[src/hw/rtl/qrs_pkg.sv]
// qrs_pkg: shared types and constants of the quadratic root solver
// no dependencies
`timescale 1ns / 1ps
package qrs_pkg;

  localparam int unsigned COEF_WIDTH_DEF = 16;
  localparam int unsigned FRAC_BITS_DEF  = 16;
  localparam int unsigned ROOT_WIDTH     = 34;

  typedef enum logic [1:0] {
    ST_OK       = 2'd0,
    ST_NEG_DISC = 2'd1,
    ST_A_ZERO   = 2'd2
  } status_e;

  localparam logic [1:0] COUNT_NONE = 2'd0;
  localparam logic [1:0] COUNT_TWO  = 2'd2;

  typedef struct packed {
    logic    valid;
    status_e status;
  } ctl_t;

endpackage

[src/hw/rtl/qrs_div_cell.sv]
// qrs_div_cell: one quotient bit of the restoring divide, both roots side by side
// depends on qrs_pkg
`timescale 1ns / 1ps
module qrs_div_cell #(
  parameter int unsigned NM = 34,
  parameter int unsigned MW = 17
) (
  input  logic          clk_i,
  input  logic          rst_ni,
  input  logic          en_i,
  input  qrs_pkg::ctl_t ctl_i,
  input  logic [MW-1:0] den_i,
  input  logic [NM-1:0] nq_p_i,
  input  logic [NM-1:0] nq_m_i,
  input  logic [MW-1:0] rem_p_i,
  input  logic [MW-1:0] rem_m_i,
  input  logic          sgn_p_i,
  input  logic          sgn_m_i,
  output qrs_pkg::ctl_t ctl_o,
  output logic [MW-1:0] den_o,
  output logic [NM-1:0] nq_p_o,
  output logic [NM-1:0] nq_m_o,
  output logic [MW-1:0] rem_p_o,
  output logic [MW-1:0] rem_m_o,
  output logic          sgn_p_o,
  output logic          sgn_m_o
);
  logic [MW:0] tp, tm, dx, dp, dm;
  logic        gp, gm;

  always_comb begin
    dx = {1'b0, den_i};
    tp = {rem_p_i, nq_p_i[NM-1]};
    tm = {rem_m_i, nq_m_i[NM-1]};
    gp = tp >= dx;
    gm = tm >= dx;
    dp = tp - dx;
    dm = tm - dx;
  end

  always_ff @(posedge clk_i or negedge rst_ni) begin
    if (!rst_ni) begin
      ctl_o <= '0;
    end else if (en_i) begin
      ctl_o <= ctl_i;
    end
  end

  // numerator bits shift out the top, quotient bits shift in the bottom
  always_ff @(posedge clk_i) begin
    if (en_i) begin
      den_o   <= den_i;
      nq_p_o  <= {nq_p_i[NM-2:0], gp};
      nq_m_o  <= {nq_m_i[NM-2:0], gm};
      rem_p_o <= gp ? dp[MW-1:0] : tp[MW-1:0];
      rem_m_o <= gm ? dm[MW-1:0] : tm[MW-1:0];
      sgn_p_o <= sgn_p_i;
      sgn_m_o <= sgn_m_i;
    end
  end

endmodule

[config.mk]
export PLATFORM = sky130hd
export DESIGN_NAME = qrs_div_cell
export DESIGN_NICKNAME = d
export VERILOG_FILES = /design/src/hw/rtl/qrs_pkg.sv /design/src/hw/rtl/qrs_div_cell.sv
export SDC_FILE = /design/constraint.sdc
export NUM_CORES = 1
export LEC_CHECK = 0
export BUFFER_PORTS_ARGS = -buffer_cell sky130_fd_sc_hd__buf_4
export CORE_MARGIN = 10
export CORE_UTILIZATION = 48
export CTS_BUF_LIST = sky130_fd_sc_hd__clkbuf_16
export DETAILED_ROUTE_END_ITERATION = 8
export GPL_TIMING_DRIVEN = 0
export PLACE_DENSITY = 0.8
export SLEW_MARGIN = 0
export SYNTH_ARGS = -nofsm -noshare
export SYNTH_HDL_FRONTEND = slang
export SYNTH_SLANG_ARGS = --single-unit
[constraint.sdc]
create_clock -name clk_i -period 0.9 [get_ports clk_i]
set_clock_uncertainty 0.1 [all_clocks]
set_input_delay 0.135 -clock clk_i [delete_from_list [all_inputs] [get_ports clk_i]]
set_output_delay 0.135 -clock clk_i [all_outputs]
set_load 0.02 [all_outputs]
==> out/qor.txt <==
GRT Util Overall: 0.3035
clk sinks: 124
mux contribution to synthesized area: 0.05486
crit path DAT: 2.27 ns
Hold/Removal Path Class: in2reg
Max FO, Critical Path: 9
largest net degree at the start of global routing: 125
root buffer cell: clkbuf_16
syn nets: 597
status: finished with violations
DRT Pass-1 Iters: 6
Nets: 993
max cap viols: 0
# rows: 40
Hold WS: -0.06138 ns
adder-cell share of the synthesized area: 0.07850
Via-to-Cell Ratio: 6.132
total wire length: 30770 um
share of cells above drive strength 1: 0.5231
post-synthesis compound-gate area fraction: 0.1101
post-synthesis xor/xnor area fraction: 0.03693
WS Path Type: in2reg
Initial DRC Count: 780
count leader, synth: edfxtp_1
Yosys reg bits: 124
TritonCTS clock tree: built
largest family of logic cells by synthesized area: compound AO/OA/AOI/OAI gates
Yosys top cell by area: edfxtp_1
# DRC: 0
sequential share of the synthesized area: 0.6254
Post-synth EDFFs: 121
synthesized area per cell: 13.66 um2
Post-synth ARST share: 0.02419
top cells by area, synth: edfxtp_1 (61%), ha_1 (7.2%), a21oi_1 (3.2%)
H-tree depth: 4
Core Util, Final: 0.9206
fmax: 454.9 MHz
Reg clk slew, reported paths: 0.06 ns
detailed placer's ending HPWL: 15060 um
fin crit period: 2.198 ns
vias post-DR: 6212
vias in the first global route: 6100
Pleak: 4.626 nW
initial antenna violation count: 2
final hold vios: 23
slew margin rel.: 0.5520
die extent in x: 131.1 um
setup ws final: -1.298 ns
Top Ports: 251
RSZ-0062 raised after global routing: yes
total congestion overflow: 0
total CTS buffers: 17
die area: 17200 um2
post-synth cell types: 53
post-route cell area: 11100 um2
peak supply drop: 1.293 mV
Initial Util: 0.4916
Simple-Gate Fraction of Synth Area: 0.06584
CP Capture Type: register
clock tree buffer depth: 2
cell count after synthesis: 434
top-area cell type share of the netlist area: 0.6128
YS warnings: 0
Post-Place Worst Slack: -1.661 ns
ys flop type: edfxtp_1
Core Region: 12060 um2
IO buf count: 250
Commonest cells post-synth: edfxtp_1 (121), a21oi_1 (38), ha_1 (34)
Mapped Area: 5929 um2
clock latency on the worst-skew pair: 0.41 ns
Final period util: 2.442
Avg WL per Cell: 30.37 um
pwr dens: 1879 nW/um2
GP Congestion: 0.8911
Final Max Tran Viols: 0
failing checks: hold timing, setup timing
Post-DP Area: 8448 um2
Slew @ Worst Pin: 0.6721 ns
Worst Path Required: 0.97 ns
synthesis-to-layout area growth: 87.28%
Detail Route Antenna Nets: 0
Die Y: 131.1 um
# setup viols final: 163
Worst setup SP type: primary input
first-pass GRT wire length: 40310 um
hold-fix buffer count after cts: 91
## cell families (layout without fill, tap and decap cells)
| group | count (synthesis) | count (layout) |
|---|---|---|
| AO/OA/AOI/OAI | 105 | 105 |
| XOR/XNOR | 25 | 25 |
| adder cells (fa/ha/maj) | 36 | 36 |
| buffers and inverters | 37 | 446 |
| flip-flops | 124 | 124 |
| multiplexers | 26 | 26 |
| other | 0 | 2 |
| AND/OR/NAND/NOR | 81 | 81 |
## power by group
group | leakage, nW | total, W | switching, W | internal (W)
Sequential | 1.22 | 0.00747 | 0.000365 | 0.00710
Combinational | 3.13 | 0.00657 | 0.00331 | 0.00326
Clock | 0.279 | 0.00683 | 0.00281 | 0.00402
## area by class of cell
type | instances | area (um2)
tap | 168 | 210.2
clock buffer | 17 | 425.4
sequential | 124 | 3712
buffer | 9 | 100.1
inverter | 26 | 180.2
fill | 369 | 957.2
antenna | 2 | 5.005
clock inverter | 15 | 133.9
multi-input combinational | 273 | 2613
timing repair buffer | 379 | 3725
## metal layers
layer  vias up  wire, um  global-route usage  share of wire
li1       2446         -                   -              -
met1      3018     10800              0.3484           0.35
met2       617     15460              0.5389           0.50
met3       131      3172             0.08079           0.10
met4         0      1337             0.09063          0.043
met5         -         0                   0              0
## placed cells by master, fill, tap and decap left out, drive strengths merged, types with 3 or more instances in the layout
master       count
clkinvlp         4
a21oi           38
o21ai           19
clkinv           7
a31oi            3
nand3            4
dlygate4sd3     90
nand2           17
nand2b           4
o21a             3
dfrtp            3
a21o             9
buf            293
ha              34
xnor2           11
edfxtp         121
clkbuf          22
o21bai           4
inv             28
nor3             6
xor2            14
nand4            9
a211oi          11
mux2            25
nor2            28
## state kept, by name, summed over array words and instances, names as in the netlist
register / count
rem_p_o: 17
rem_m_o: 17
sgn_p_o: 1
nq_p_o: 34
ctl_o: 3
nq_m_o: 34
sgn_m_o: 1
den_o: 17
## final timing paths
path | to | from | slack [ns] | depth (start not counted)
worst max-delay path | rem_p_o[13] | den_i[10] | -1.30 | 10
worst min-delay path | rem_p_o[14] | rem_p_i[13] | -0.06 | 2
worst max register to register | ctl_o[1] | ctl_o[1] | -0.12 | 2
worst min register to register | ctl_o[0] | ctl_o[0] | 0.48 | 1
max in group asynchronous | ctl_o[2] | rst_ni | 0.55 | 2
min in group asynchronous | ctl_o[1] | rst_ni | 0.05 | 2
## repair_timing
item	CTS	global route
buffers inserted	19	17
setup endpoints to repair	284	166
cloned	3	1
hold endpoints to repair	121	25
pin swaps	22	24
gates resized for setup	169	48
## worst max-delay path: stages
cell and delay, ns:
buf_4 0.10, inv_2 0.05, ha_1 0.28, clkbuf_1 0.41, a21oi_2 0.18, o21ai_0 0.37, a41oi_1 0.12, a21oi_1 0.21
xor2_1 0.12, mux2_4 0.29
## metrics by stage
stage               TNS (ns)  power (W)  cells
finish                -79.22    0.02087   1013
global route          -84.22    0.02126   1013
floorplan             -39.53   0.009998    434
global placement     -158.57    0.01188    852
CTS                   -70.04    0.01965    996
detailed placement   -165.37    0.01201    852
No activity file was read; power rests on OpenSTA's default activity.
