### src/hw/rtl/qrs_pkg.sv
// qrs_pkg: shared types and constants of the quadratic root solver
// no dependencies
`timescale 1ns / 1ps
package qrs_pkg;

  localparam int unsigned COEF_WIDTH_DEF = 16;
  localparam int unsigned FRAC_BITS_DEF  = 16;
  localparam int unsigned ROOT_WIDTH     = 34;

  typedef enum logic [1:0] {
    ST_OK       = 2'd0,
    ST_NEG_DISC = 2'd1,
    ST_A_ZERO   = 2'd2
  } status_e;

  localparam logic [1:0] COUNT_NONE = 2'd0;
  localparam logic [1:0] COUNT_TWO  = 2'd2;

  typedef struct packed {
    logic    valid;
    status_e status;
  } ctl_t;

endpackage

### src/hw/rtl/qrs_front.sv
// qrs_front: discriminant, status, numerator and divisor setup, two register stages
// depends on qrs_pkg
`timescale 1ns / 1ps
module qrs_front #(
  parameter int unsigned W = qrs_pkg::COEF_WIDTH_DEF,
  parameter int unsigned F = qrs_pkg::FRAC_BITS_DEF
) (
  input  logic                 clk_i,
  input  logic                 rst_ni,
  input  logic                 en_i,
  input  logic                 valid_i,
  input  logic signed [W-1:0]  a_i,
  input  logic signed [W-1:0]  b_i,
  input  logic signed [W-1:0]  c_i,
  output qrs_pkg::ctl_t        ctl_o,
  output logic [2*W:0]         disc_o,
  output logic signed [W+F+2:0] nb_o,
  output logic [W:0]           den_o,
  output logic                 den_neg_o
);
  localparam int unsigned DW = 2 * W + 3;
  localparam int unsigned NW = W + F + 3;

  logic                   v1_q;
  logic signed [W-1:0]    a1_q, b1_q;
  logic signed [2*W-1:0]  bb1_q, ac1_q;

  logic signed [DW-1:0]   bbx, acx, disc;
  logic signed [NW-1:0]   bx;
  logic [W:0]             a2;
  qrs_pkg::ctl_t          ctl_d;

  // products registered before the subtract
  always_ff @(posedge clk_i or negedge rst_ni) begin
    if (!rst_ni) begin
      v1_q <= 1'b0;
    end else if (en_i) begin
      v1_q <= valid_i;
    end
  end

  always_ff @(posedge clk_i) begin
    if (en_i) begin
      a1_q  <= a_i;
      b1_q  <= b_i;
      bb1_q <= b_i * b_i;
      ac1_q <= a_i * c_i;
    end
  end

  always_comb begin
    bbx  = {{(DW-2*W){bb1_q[2*W-1]}}, bb1_q};
    acx  = {{(DW-2*W){ac1_q[2*W-1]}}, ac1_q};
    disc = bbx - (acx <<< 2);
    bx   = {{(NW-W){b1_q[W-1]}}, b1_q};
    a2   = {a1_q, 1'b0};
    ctl_d.valid = v1_q;
    if (disc[DW-1]) begin
      ctl_d.status = qrs_pkg::ST_NEG_DISC;
    end else if (a1_q == '0) begin
      ctl_d.status = qrs_pkg::ST_A_ZERO;
    end else begin
      ctl_d.status = qrs_pkg::ST_OK;
    end
  end

  always_ff @(posedge clk_i or negedge rst_ni) begin
    if (!rst_ni) begin
      ctl_o <= '0;
    end else if (en_i) begin
      ctl_o <= ctl_d;
    end
  end

  always_ff @(posedge clk_i) begin
    if (en_i) begin
      disc_o    <= disc[2*W:0];
      nb_o      <= -(bx <<< F);
      den_o     <= a1_q[W-1] ? (~a2 + 1'b1) : a2;
      den_neg_o <= a1_q[W-1];
    end
  end

endmodule

### config.mk
export PLATFORM = sky130hd
export DESIGN_NAME = qrs_front
export DESIGN_NICKNAME = d
export VERILOG_FILES = /design/src/hw/rtl/qrs_pkg.sv /design/src/hw/rtl/qrs_front.sv
export SDC_FILE = /design/constraint.sdc
export NUM_CORES = 2
export LEC_CHECK = 0
export BUFFER_PORTS_ARGS = -buffer_cell sky130_fd_sc_hd__buf_4
export CAP_MARGIN = 5
export CORE_MARGIN = 5
export CORE_UTILIZATION = 60
export CTS_BUF_LIST = sky130_fd_sc_hd__clkbuf_8
export CTS_CLUSTER_SIZE = 30
export DETAILED_ROUTE_END_ITERATION = 10
export PLACE_DENSITY = 0.76
export RECOVER_POWER = 100
export SLEW_MARGIN = 20
export SYNTH_ARGS = -nofsm -noshare
export SYNTH_HDL_FRONTEND = slang
export SYNTH_SLANG_ARGS = --single-unit
### constraint.sdc
create_clock -name clk_i -period 3.6 [get_ports clk_i]
set_input_delay 0 -clock clk_i [delete_from_list [all_inputs] [get_ports clk_i]]
set_output_delay 0 -clock clk_i [all_outputs]
set_load 0.005 [all_outputs]
==> results.json <==
{
  "status": "finished, violations left",
  "violations": "setup timing",
  "tritoncts": "yes",
  "grt_max_degree": 75,
  "mostFrequentLayoutCells": "619 x inv_1, 481 x fa_1, 429 x buf_4",
  "overflow": 0,
  "r2r-start": "ac1_q[0]$_DFFE_PP_",
  "core_um2": 42900,
  "numClockSinks": 165,
  "syn_inst": 2562,
  "wl_per_cell_um": 16.6,
  "clk_path_buf_depth": 2,
  "via_per_inst": 5.27,
  "place_area_um2": 30300,
  "drt-pass1-iter-count": 5,
  "cp.arrival_ns": 5.37,
  "setup_viol": 48,
  "ys.flop_type": "edfxtp_1",
  "rows": 76,
  "die_w_um": 218,
  "min_path_cells": 5,
  "critPathCaptureType": "flip-flop",
  "antenna_left": 0,
  "cts_made_buffers": 17,
  "drive_above_1_share": 0.259,
  "max_stage_delay_ns": 0.58,
  "finalCritPeriodShare": 1.42,
  "finish.instance_area_um2": 32600,
  "fin_setup_tns_ns": -49.90,
  "root_buffer": "clkbuf_8",
  "grt_pass1_vias": 21900,
  "cpMostUsedCell": "fa_1",
  "wirelength_mm": 60.9,
  "layout_setup_ws_ns": -1.52,
  "layout_commonest_cell": "inv_1",
  "synth-edff-count": 161,
  "grtUsageTotal": 0.265,
  "clk_pin_slew_ns": 0.09,
  "cp_slowest_cell": "fa_1",
  "antenna_cells": 0,
  "min-delay-start": "b_i[3]",
  "reg2reg_depth": 12,
  "area_growth_pct": 25.6,
  "synth_area_per_cell_um2": 10.1,
  "insertion_delay_ns": 0.52,
  "drt_iter0_markers": 921,
  "cap_violations": 0,
  "ys_ff_latch": 165,
  "drv_slew": 0,
  "vias": 19300,
  "worst_pin_slew_ns": 0.967,
  "antenna_found_initial": 0,
  "crit_required_ns": 3.86,
  "die_y_um": 218,
  "place.detailed.instances": 3543,
  "hp-class": "in2reg",
  "critical_path.startpoint": "b_i[9]",
  "hold_violations": 0,
  "cp_cell_sequence": "buf_12 > nand2_4 > inv_2 > fa_1 > inv_1 > fa_1 > fa_1 > fa_1 > inv_1 > fa_1 > fa_1 > ha_4 > a21o_1 > a21o_1 > a21o_1 > a21oi_2 > a21oi_2 > o311a_1 > a31oi_2 > a21oi_2 > a311oi_2 > xnor2_1",
  "start_util": 0.605,
  "nets": 3823,
  "synthArstFlopShare": 0.0242,
  "worst_setup_path_start_kind": "input pin",
  "yosysUniqueCellTypes": 68,
  "stdcell_count": 3668,
  "io_buffers": 122,
  "criticalPathCategory": "in2reg",
  "final_period_minus_worst_setup_slack_ns": 5.12,
  "grt_pass1_wl_mm": 102,
  "dp_hpwl_mm": 48.0,
  "skew_ns": 0.0215,
  "rsz0062_at_grt": "true",
  "ys_seq_area_frac": 0.190,
  "place_ws_ns": -2.28,
  "drc": 0,
  "relSlewSlack": 0.356,
  "synth_warnings": 0,
  "fillCellCount": 2759,
  "syn_area_um2": 25900,
  "crit_fanout": 7,
  "place.gp.congestion": 0.926,
  "die_area_um2": 47500,
  "h-tree-depth": 4,
  "max_freq_mhz": 195,
  "io_pins": 141
}
## Yosys cell counts, types with 5 or more instances
cell | number | share of area
ha_1 | 202 | 0.097
xor2_1 | 29 | 0.0098
nand2_1 | 228 | 0.033
o21bai_1 | 10 | 0.0029
inv_1 | 662 | 0.096
clkbuf_1 | 61 | 0.0088
a21oi_1 | 74 | 0.014
edfxtp_1 | 161 | 0.19
nor2b_1 | 11 | 0.0027
o21ai_0 | 36 | 0.0069
xnor2_1 | 101 | 0.034
and2_1 | 175 | 0.042
o211ai_1 | 5 | 0.0014
nand2b_1 | 18 | 0.0043
a21o_1 | 34 | 0.0098
nand3_1 | 16 | 0.0031
nor2_1 | 79 | 0.011
nor4_1 | 6 | 0.0014
o31ai_1 | 7 | 0.0020
nor3_1 | 17 | 0.0033
fa_1 | 499 | 0.38
buf_4 | 19 | 0.0055
a31oi_1 | 7 | 0.0017
o21a_1 | 14 | 0.0041
a211oi_1 | 6 | 0.0017
and3_1 | 10 | 0.0024
## cells by family after synthesis
group / Yosys count / share of synthesized area
DFF: 165 / 0.190
other: 1 / 0.000145
adders and majority gates: 701 / 0.482
AOI/OAI and AO/OA: 240 / 0.0627
buffers and inverters: 744 / 0.110
and+or+nand+nor: 576 / 0.108
muxes: 5 / 0.00203
xor gates and xnor gates: 130 / 0.0439
## routing by layer
metal  wire length, um  up-vias  global-route usage  part of all wire
li1                  -     8772                   -                 -
met3              2720      141              0.0348             0.045
met5                 0        -                   0                 0
met4              1820        0              0.0906             0.030
met1             23900     9897               0.327              0.39
met2             32500      506               0.482              0.53
## worst max-delay path: cells and delay by family
| family | cells | cell delay [ns] |
|---|---|---|
| xor+xnor | 1 | 0.11 |
| simple gates | 1 | 0.06 |
| buf+inv | 4 | 0.26 |
| compound gates | 9 | 1.67 |
| fa+ha+maj | 7 | 3.27 |
## metrics by stage
step / utilization / hold slack, ns
after detailed placement: 0.706 / -0.200
after CTS: 0.750 / -0.341
final: 0.760 / 0.112
after global placement: 0.706 / -0.201
after global routing: 0.760 / 0.0917
after floorplan: - / -0.296
## worst paths after layout
kind / to / slack, ns
worst max-delay path: bb1_q[30]$_DFFE_PP_ / -1.52
worst min-delay path: b1_q[3]$_DFFE_PP_ / 0.11
worst max register to register: ctl_o[0]$_DFFE_PN0P_ / 0.25
worst min register to register: ctl_o[2]$_DFFE_PN0P_ / 0.53
max in group asynchronous: ctl_o[1]$_DFFE_PN0P_ / 3.02
min in group asynchronous: ctl_o[2]$_DFFE_PN0P_ / 0.39
## flip-flops by register name, summed over array words and instances, names as in the netlist
register,count
b1_q,16
ac1_q,32
ctl_o,3
v1_q,1
nb_o,18
bb1_q,30
disc_o,32
a1_q,16
den_o,16
den_neg_o,1
## area by class of cell
type	instances	area, um2	area share
flip-flops and latches	165	4930	0.151
clock inverters	15	164	0.00503
repair buffers	554	4730	0.145
multi-input cells	1670	19300	0.592
clock buffers	17	234	0.00718
inverters	662	2500	0.0766
well taps	585	732	0.0225
## timing repair
action                                  4_1_cts  5_1_grt
endpoints found under the setup margin       47       51
cloned                                        1        1
pin swaps                                   144       74
gates resized for setup                     208       84
setup buffers                                41       22
hold buffers                                 34        1
hold endpoints to repair                     72        1
Power is not shown: default switching activity piles up to over one toggle a cycle in this logic, so the estimate is an artifact.
