File: src/hw/rtl/qrs_pkg.sv
// qrs_pkg: shared types and constants of the quadratic root solver
// no dependencies
`timescale 1ns / 1ps
package qrs_pkg;

  localparam int unsigned COEF_WIDTH_DEF = 16;
  localparam int unsigned FRAC_BITS_DEF  = 16;
  localparam int unsigned ROOT_WIDTH     = 34;

  typedef enum logic [1:0] {
    ST_OK       = 2'd0,
    ST_NEG_DISC = 2'd1,
    ST_A_ZERO   = 2'd2
  } status_e;

  localparam logic [1:0] COUNT_NONE = 2'd0;
  localparam logic [1:0] COUNT_TWO  = 2'd2;

  typedef struct packed {
    logic    valid;
    status_e status;
  } ctl_t;

endpackage

File: src/hw/rtl/qrs_sqrt_cell.sv
// qrs_sqrt_cell: one root bit of the digit-by-digit square root
// depends on qrs_pkg
`timescale 1ns / 1ps
module qrs_sqrt_cell #(
  parameter int unsigned RB = 33,
  parameter int unsigned SW = 8
) (
  input  logic            clk_i,
  input  logic            rst_ni,
  input  logic            en_i,
  input  qrs_pkg::ctl_t   ctl_i,
  input  logic [2*RB-1:0] rad_i,
  input  logic [RB:0]     rem_i,
  input  logic [RB-1:0]   root_i,
  input  logic [SW-1:0]   side_i,
  output qrs_pkg::ctl_t   ctl_o,
  output logic [2*RB-1:0] rad_o,
  output logic [RB:0]     rem_o,
  output logic [RB-1:0]   root_o,
  output logic [SW-1:0]   side_o
);
  logic [RB+2:0] rem_t, trial, diff;
  logic          ge;

  always_comb begin
    rem_t = {rem_i, rad_i[2*RB-1 -: 2]};
    trial = {1'b0, root_i, 2'b01};
    ge    = rem_t >= trial;
    diff  = rem_t - trial;
  end

  always_ff @(posedge clk_i or negedge rst_ni) begin
    if (!rst_ni) begin
      ctl_o <= '0;
    end else if (en_i) begin
      ctl_o <= ctl_i;
    end
  end

  always_ff @(posedge clk_i) begin
    if (en_i) begin
      rad_o  <= {rad_i[2*RB-3:0], 2'b00};
      rem_o  <= ge ? diff[RB:0] : rem_t[RB:0];
      root_o <= {root_i[RB-2:0], ge};
      side_o <= side_i;
    end
  end

endmodule

File: config.mk
export PLATFORM = sky130hd
export DESIGN_NAME = qrs_sqrt_cell
export DESIGN_NICKNAME = d
export VERILOG_FILES = /design/src/hw/rtl/qrs_pkg.sv /design/src/hw/rtl/qrs_sqrt_cell.sv
export SDC_FILE = /design/constraint.sdc
export NUM_CORES = 1
export LEC_CHECK = 0
export ABC_AREA = 1
export BUFFER_PORTS_ARGS = -buffer_cell sky130_fd_sc_hd__buf_4
export CORE_MARGIN = 2
export CORE_UTILIZATION = 45
export CTS_CLUSTER_DIAMETER = 60
export DETAILED_ROUTE_END_ITERATION = 6
export PLACE_DENSITY_LB_ADDON = 0.2
export SKIP_CTS_REPAIR_TIMING = 1
export SLEW_MARGIN = 20
export SYNTH_ARGS = -nofsm -noshare
export SYNTH_HDL_FRONTEND = slang
export SYNTH_SLANG_ARGS = --single-unit
File: constraint.sdc
create_clock -name clk_i -period 2.2 [get_ports clk_i]
set_input_delay 0.22 -clock clk_i [delete_from_list [all_inputs] [get_ports clk_i]]
set_output_delay 0.22 -clock clk_i [all_outputs]
set_load 0.03 [all_outputs]
==> results.ini, run 1 <==
[route]
drc=0
route.final.wire_length_um=23600
drt-initial-drc-count=418
vias_per_cell=4.73
wl_per_cell_um=16.2
drtAntennaViolNets=0
num_vias=6867
first_pass_iters=5

[clock_tree]
clk_pin_slew_ps=60
root_buffer=clkbuf_16
cts_tree=done
clkLatencyLatePin_ps=420
cts_max_level=4
cts.sinks=142
cts_buffers=17
cts_buffer_depth=2

[sta]
setup_viol=0
hold_viol=0
whs_ps=30.5
clock_skew_ps=0
setup_ws_ps=152
fin_crit_ps=2050
fmax_ghz=0.488
slew_viol_final=0
period_share=0.931
setup-tns-final_ps=0

[setup_path]
cp_top_family=buffers and inverters
crit_chain=dlygate4sd3_1, buf_4, inv_1, ha_1, inv_1, nor3_1, and3_1, nand2_4, nand2_8, inv_4, nand2_1, nand2_1
critPathLaunch=root_i[30]
reg2reg_slack_ps=1410
reg2reg_depth=1
crit_buf_inv=5
critPathMaxFanout=33
critPathArrivalTime_ps=2220
r2r-start=ctl_o[1]
path_depth=12
endpoint=rem_o[10]
start_kind=input port
crit_path_top_delay_cell=dlygate4sd3_1
cp.required_ps=2370
critical_path_class=input port to flop
endpoint_kind=flop
r2r_end=ctl_o[1]
slowest_delay_ps=520

[die]
die-area_mm2=0.0175
die_h_um=132
ios=291
rows=46
start_util=0.462
core_mm2=0.0160
die_x_um=132

[final_layout]
antenna_cells=0
nNetsFinal=1407
finalInstanceArea_mm2=0.0116
drive_above_1_share=0.295
area_delta_synth_final_pct=57.4
n_fill_cell=1237

[yosys]
yosysSeqAreaShare=0.574
synthTopCellsByArea=edfxtp_1, nand2_1, inv_1, ha_1, nor2_1
yosysTopAreaCell=edfxtp_1
syn_area_mm2=0.00740
yosysMostFrequentCell=nand2_1
synthDistinctLibCells=31
yosys-top-cells-count=nand2_1, inv_1, edfxtp_1
synth_top_area_share=0.564
synth-main-ff-cell=edfxtp_1
avgSynthCellArea_um2=9.28
synth_edf_count=139
synthCells=797
ys_warn_count=0
synth-async-reset-ratio=0.0211
synth_seq_cells=142

[power]
power_density_mw_per_mm2=758
leakagePower_nw=5.75
vdd_drop_max_uv=531

[grt]
grt_use_met1=0.268
busiest_layer=met2
grt_util_met3=0.0511
grt_usage=0.234
overflow=0
antenna_found_initial=0
grt_first_pass_wirelength_um=31700
grt_max_degree=46
grt_pass1_vias=6162
grtUsageMet2=0.428

[placement]
port-buffer-count=288
dpl.hpwl_um=16200
place_ws_ps=-33.8
routabilityCongestion=0.886
post_dp_cell_area_mm2=0.00996

[flow_run]
cap_violations=0

[hold_path]
min_from=ctl_i[2]
hp-class=input port to flop

[outcome]
status=completed

[power by group]
| part | switching, W | internal (W) |
|---|---|---|
| logic | 0.00138 | 0.000936 |
| registers | 0.0000870 | 0.00329 |
| clock network | 0.00122 | 0.00192 |
[metal layers]
layer  part of all wire  vias up
met5                  0        -
met4              0.023        0
met3              0.058       39
met2               0.52      273
met1               0.40     3151
li1                   -     3404
[cell type report]
cell class                 instances  area [µm²]  share of cell area
multi-input combinational        505        2540               0.218
timing repair buffer             416        3410               0.293
sequential                       142        4250               0.365
clock inverter                    14         205              0.0176
inverter                         143         539              0.0463
clock buffer                      17         425              0.0365
tap                              216         270              0.0232
[through the flow]
| step | util | std cells | total power, W |
|---|---|---|---|
| 6_report | 0.728 | 1453 | 0.00883 |
| 5_1_grt | 0.728 | 1453 | 0.00916 |
| 4_1_cts | 0.662 | 1348 | 0.00866 |
| 3_5_place_dp | 0.623 | 1317 | 0.00555 |
| 3_3_place_gp | 0.623 | 1317 | 0.00552 |
| 2_1_floorplan | - | 798 | 0.00464 |
[state kept, by name (all words and copies together), names as in the netlist]
register,cells
root_o,33
side_o,8
ctl_o,3
rad_o,64
rem_o,34
[cells by family (layout without fill, tap and decap cells)]
group,Yosys count,count (layout),share of synthesized area
simple gates,405,405,0.227
buf+inv,151,590,0.0825
flops,142,142,0.574
compound gates,42,42,0.0304
fa+ha+maj,35,35,0.0592
xor+xnor,18,18,0.0213
mux,3,3,0.00457
other cells,1,2,0.000507
[cell usage in the layout (no fill, tap or decap), types with 2 or more instances in the layout]
cell / instances
nand3_1: 35
a21oi_2: 2
ha_1: 35
nand2_1: 285
xor2_1: 15
nor3_1: 5
edfxtp_1: 139
nor2_2: 7
clkbuf_16: 17
and2_1: 3
dfrtp_1: 3
o21ai_0: 12
nand3_2: 2
o21bai_1: 3
dlygate4sd3_1: 105
conb_1: 2
nand3b_1: 5
buf_12: 2
nor2_1: 49
inv_6: 5
bufinv_16: 4
buf_4: 308
mux2_2: 3
clkinv_4: 2
inv_1: 141
xnor2_1: 3
nand4_1: 6
nand2_2: 4
a21oi_1: 24
[worst min path at each step]
stage / to / slack [ps] / cells past startpoint
6_report: ctl_o[2] / 30 / 2
2_1_floorplan: ctl_o[0] / -80 / 0
3_3_place_gp: ctl_o[2] / 10 / 1
5_1_grt: ctl_o[2] / 30 / 2
4_1_cts: ctl_o[2] / -440 / 1
3_5_place_dp: ctl_o[2] / 10 / 1
Note: power is estimated with default switching activity, not from simulation.
==> run 2: changes to the inputs <==
- CORE_UTILIZATION: 45 -> 53
==> run 2 against run 1 <==
Net effect: the flow now finishes with violations (DRC); first-iteration DRC count rose by 96%; flip-flop and latch count unchanged; power up 0.38%; clock power is 4% lower; die area shrank 15%; sequential power hardly changed; final cell count shrank 1.8%; count of clock-buffer cells in the layout up 1; wire length rose by 21%; critical path type unchanged; highest routed layer unchanged.
==> results.ini, run 2 (synthesis gave the netlist of run 1 again) <==
[route]
drt-initial-drc-count=818
drt-met1-wl_um=9850
wl_per_cell_um=20.1
vias_per_cell=5.34
num_vias=7622
wl_met2_um=13700
drtAntennaViolNets=0
route.met3.wl_um=3010
routed.top_layer=met4
drc=2
first_pass_iters=7
route.final.wire_length_um=28700

[placement]
port-buffer-count=288
dpl.cell_count=1290
dpl.hpwl_um=16700
routabilityCongestion=0.937

[final_layout]
utilization=0.844
layout_common_cells=buf_4, nand2_1, inv_1
antenna_cells=0
regMostFlops=rad_o
fin_cells=1427
drive_above_1_share=0.298
nNetsFinal=1416
layout_commonest_cell=buf_4
area_delta_synth_final_pct=57.2
largest_reg_flops=64
top_regs=rad_o x64, rem_o x34, root_o x33

[die]
core_mm2=0.0138
die_x_um=122
start_util=0.537
rows=43
die_h_um=122
ios=291
die-area_mm2=0.0149

[sta]
fmax_ghz=0.463
whs_ps=31.6
setup_viol=0
hold_viol=0
clock_skew_ps=0
period_share=0.981
fin_crit_ps=2160
slew_viol_final=0

[hold_path]
hp-class=input port to flop

[power]
switching_share=0.320
p_int_w=0.00603
p_switching_w=0.00283
vdd_drop_max_uv=554
seqPwrFrac=0.384
leakagePower_nw=5.77
power_density_mw_per_mm2=762
total_power_w=0.00886
power_frac_comb=0.276
p_clk_frac=0.340

[clock_tree]
cts_buffer_depth=2
cts_buffers=17
cts.sinks=142
cts_tree=done
clk_pin_slew_ps=60
root_buffer=clkbuf_16
clkLatencyLatePin_ps=440
cts_max_level=4

[flow_run]
cap_violations=0

[grt]
antenna_found_initial=0
grt_usage=0.291
grt_max_degree=47
overflow=0
grt_first_pass_wirelength_um=31900
grt_pass1_vias=6241

[setup_path]
critPathArrivalTime_ps=2340
crit_chain=dlygate4sd3_1, buf_4, inv_1, ha_1, inv_1, nor3_1, and3_1, nand2_4, nand2_8, inv_4, nand2_1, nand2_1
critical_path_class=input port to flop
critPathMaxFanout=33
start_kind=input port
crit_buf_inv=5
slowest_delay_ps=530
crit_path_top_delay_cell=dlygate4sd3_1
endpoint_kind=flop
cp.required_ps=2380
cp_top_family=simple AND/OR/NAND/NOR gates

[outcome]
status=finished, violations left
violations=DRC

## run 2: cell count changes in the layout (fill, tap and decap cells not counted)
cell	before	now
clkinvlp_4	1	3
clkinv_4	2	1
clkbuf_1	0	1
inv_6	5	3
bufinv_16	4	3
inv_8	1	0
clkinv_1	0	3
buf_4	308	317
## run 2: through the flow
step                      cell area (µm²)  setup slack, ps  setup TNS (ps)
after floorplan                      7400              372               0
after global placement               9990             4.38               0
after detailed placement             9990            -27.4           -27.4
after CTS                           10600              395               0
after global routing                11600            -72.2            -180
final                               11600             41.3               0
## run 2: path summary, 6_finish.rpt
kind	from	end	slack, ps	cells past startpoint
max	root_i[30]	rem_o[21]	40	12
min	ctl_i[2]	ctl_o[2]	30	2
max reg2reg	ctl_o[1]	ctl_o[1]	1360	1
min reg2reg	ctl_o[0]	ctl_o[0]	530	1
max in group asynchronous	rst_ni	ctl_o[2]	1960	2
min in group asynchronous	rst_ni	ctl_o[1]	150	2
## run 2: power by group through the flow
stage	Sequential (W)	Clock, W	Combinational, W
2_1_floorplan	0.00396	0	0.000685
3_3_place_gp	0.00341	0	0.00212
3_5_place_dp	0.00343	0	0.00215
4_1_cts	0.00338	0.00293	0.00217
5_1_grt	0.00342	0.00313	0.00258
6_report	0.00340	0.00302	0.00244
## run 2: final cells by class
cell class / instances / area [µm²]
fill: 756 / 2140
tap: 180 / 225
multi-input combinational: 505 / 2540
inverter: 143 / 539
clock inverter: 14 / 164
clock buffer: 18 / 429
sequential: 142 / 4250
timing repair buffer: 425 / 3480
## run 2: routing by layer
metal | vias to the layer above | GRT usage
met5 | - | 0
met4 | 0 | 0.149
met3 | 174 | 0.0787
met2 | 600 | 0.527
met1 | 3428 | 0.310
li1 | 3420 | -
==> run 3: changes to the inputs <==
- CORE_UTILIZATION: 53 -> 49
- clock period: 2.2 -> 2.45 ns (I/O delays scaled with it)
==> run 3 against run 2 <==
Net effect: the flow finishes with violations (hold timing); global-route usage fell by 3.9 points; power fell by 12%; wire length fell by 19%; clock skew did not move; critical path depth rose by 3; count of clock-buffer cells in the layout fell by 1; final cell count fell by 4.4%; non-clock buffer count fell by 66; highest routed layer unchanged.
==> results.ini, run 3 (synthesis gave the netlist of run 1 again) <==
[outcome]
status=finished, violations left
violations=hold timing

[setup_path]
critPathArrivalTime_ps=2110
cp.required_ps=2740
reg2reg_depth=1
start_kind=input port
critPathMaxFanout=33
r2r_end=ctl_o[1]
critical_path_class=input port to flop
r2r-start=ctl_o[1]
crit_path_top_delay_cell=ha_1
crit_top_cell=nand2_1
slowest_delay_ps=340
reg2reg_slack_ps=1670
crit_chain=buf_4, ha_1, nand2_1, inv_1, nand2_1, nand2_1, nand2_1, nand2_1, a21oi_2, nand2_2, nand2_4, nand2_8, inv_4, nand2_1, nand2_1
endpoint_kind=flop

[sta]
setup-tns-final_ps=0
hold_viol=3
fmax_ghz=0.550
rsz0062_at_grt=false
slew_viol_final=0
whs_ps=-2.12
clock_skew_ps=0
period_share=0.742
fin_crit_ps=1820
setup_viol=0

[grt]
grt_first_pass_wirelength_um=31300
grt_pass1_vias=6126
antenna_found_initial=0
grt_max_degree=47
overflow=0
grt_usage=0.252

[route]
wl_per_cell_um=17.1
drtAntennaViolNets=0
vias_per_cell=4.93
first_pass_iters=5
drt-initial-drc-count=433
route.final.wire_length_um=23300
drc=0
num_vias=6719

[hold_path]
holdPathEnd=rad_o[24]
min_path_cells=1
min_from=rad_i[22]
hp-class=input port to flop

[clock_tree]
cts_buffer_depth=2
cts_tree=done
root_buffer=clkbuf_16
cts_buffers=17
clk_pin_slew_ps=60
cts_max_level=4
cts.sinks=142
clkLatencyLatePin_ps=420

[final_layout]
antenna_cells=0
largest_reg_flops=64
utilization=0.756
finalInstanceArea_mm2=0.0111
area_delta_synth_final_pct=49.7
top_regs=rad_o x64, rem_o x34, root_o x33
regMostFlops=rad_o
drive_above_1_share=0.298
n_fill_cell=1045
nNetsFinal=1350
layout_common_cells=buf_4, nand2_1, inv_1
layout_commonest_cell=buf_4

[die]
core_mm2=0.0146
die-area_mm2=0.0161
die_h_um=127
die_x_um=127
ios=291
rows=44
start_util=0.505

[placement]
port-buffer-count=288
dpl.hpwl_um=16200
post_dp_cell_area_mm2=0.00983
routabilityCongestion=0.955

[power]
leakagePower_nw=5.51
power_density_mw_per_mm2=708
vdd_drop_max_uv=414

[flow_run]
cap_violations=0

-- run 3: changes by cell type in the layout (fill, tap and decap cells not counted) --
cell	before	now
clkinv_1	3	0
bufinv_16	3	4
buf_4	317	295
clkinvlp_4	3	0
inv_8	0	2
clkinv_4	1	5
clkbuf_1	1	0
dlygate4sd3_1	105	61
inv_6	3	2
-- run 3: worst max-delay path, delay by kind of cell --
kind                     cells  cell delay [ps]
AO/OA/AOI/OAI                1              160
adder cells (fa/ha/maj)      1              340
buffers and inverters        3              470
AND/OR/NAND/NOR             10              880
-- run 3: through the flow --
step	total power [W]	worst slack, ps	instances	hold WS (ps)
floorplan	0.00417	597	798	-50.6
global placement	0.00493	248	1272	34.7
detailed placement	0.00496	195	1272	39.6
CTS	0.00775	622	1303	-409
global route	0.00813	420	1364	-9.30
finish	0.00784	631	1364	-2.12
-- run 3: worst max-delay path by stage --
stage | from | endpoint | cells past startpoint
floorplan | root_i[13] | rem_o[25] | 15
global placement | rem_i[13] | rem_o[25] | 15
detailed placement | rem_i[13] | rem_o[11] | 15
CTS | rem_i[13] | rem_o[11] | 15
global route | rem_i[13] | rem_o[11] | 15
finish | rem_i[13] | rem_o[11] | 15
-- run 3: final cells by class --
type / count / area (µm²) / area share
clock buffer: 17 / 425 / 0.0384
clock inverter: 14 / 209 / 0.0189
inverter: 143 / 539 / 0.0487
multi-input combinational: 505 / 2540 / 0.230
sequential: 142 / 4250 / 0.384
tap: 184 / 230 / 0.0208
timing repair buffer: 359 / 2880 / 0.260
-- run 3: power breakdown --
part	switching, W	internal (W)
Clock	0.00108	0.00172
Combinational	0.00123	0.000771
Sequential	0.0000789	0.00295
Total	0.00239	0.00545
-- run 3: per-layer routing --
| layer | GRT usage | up-vias | share of wire |
|---|---|---|---|
| met3 | 0.0477 | 66 | 0.059 |
| met2 | 0.462 | 284 | 0.52 |
| li1 | - | 3284 | - |
| met1 | 0.283 | 3085 | 0.38 |
| met5 | 0 | - | 0 |
| met4 | 0.115 | 0 | 0.040 |
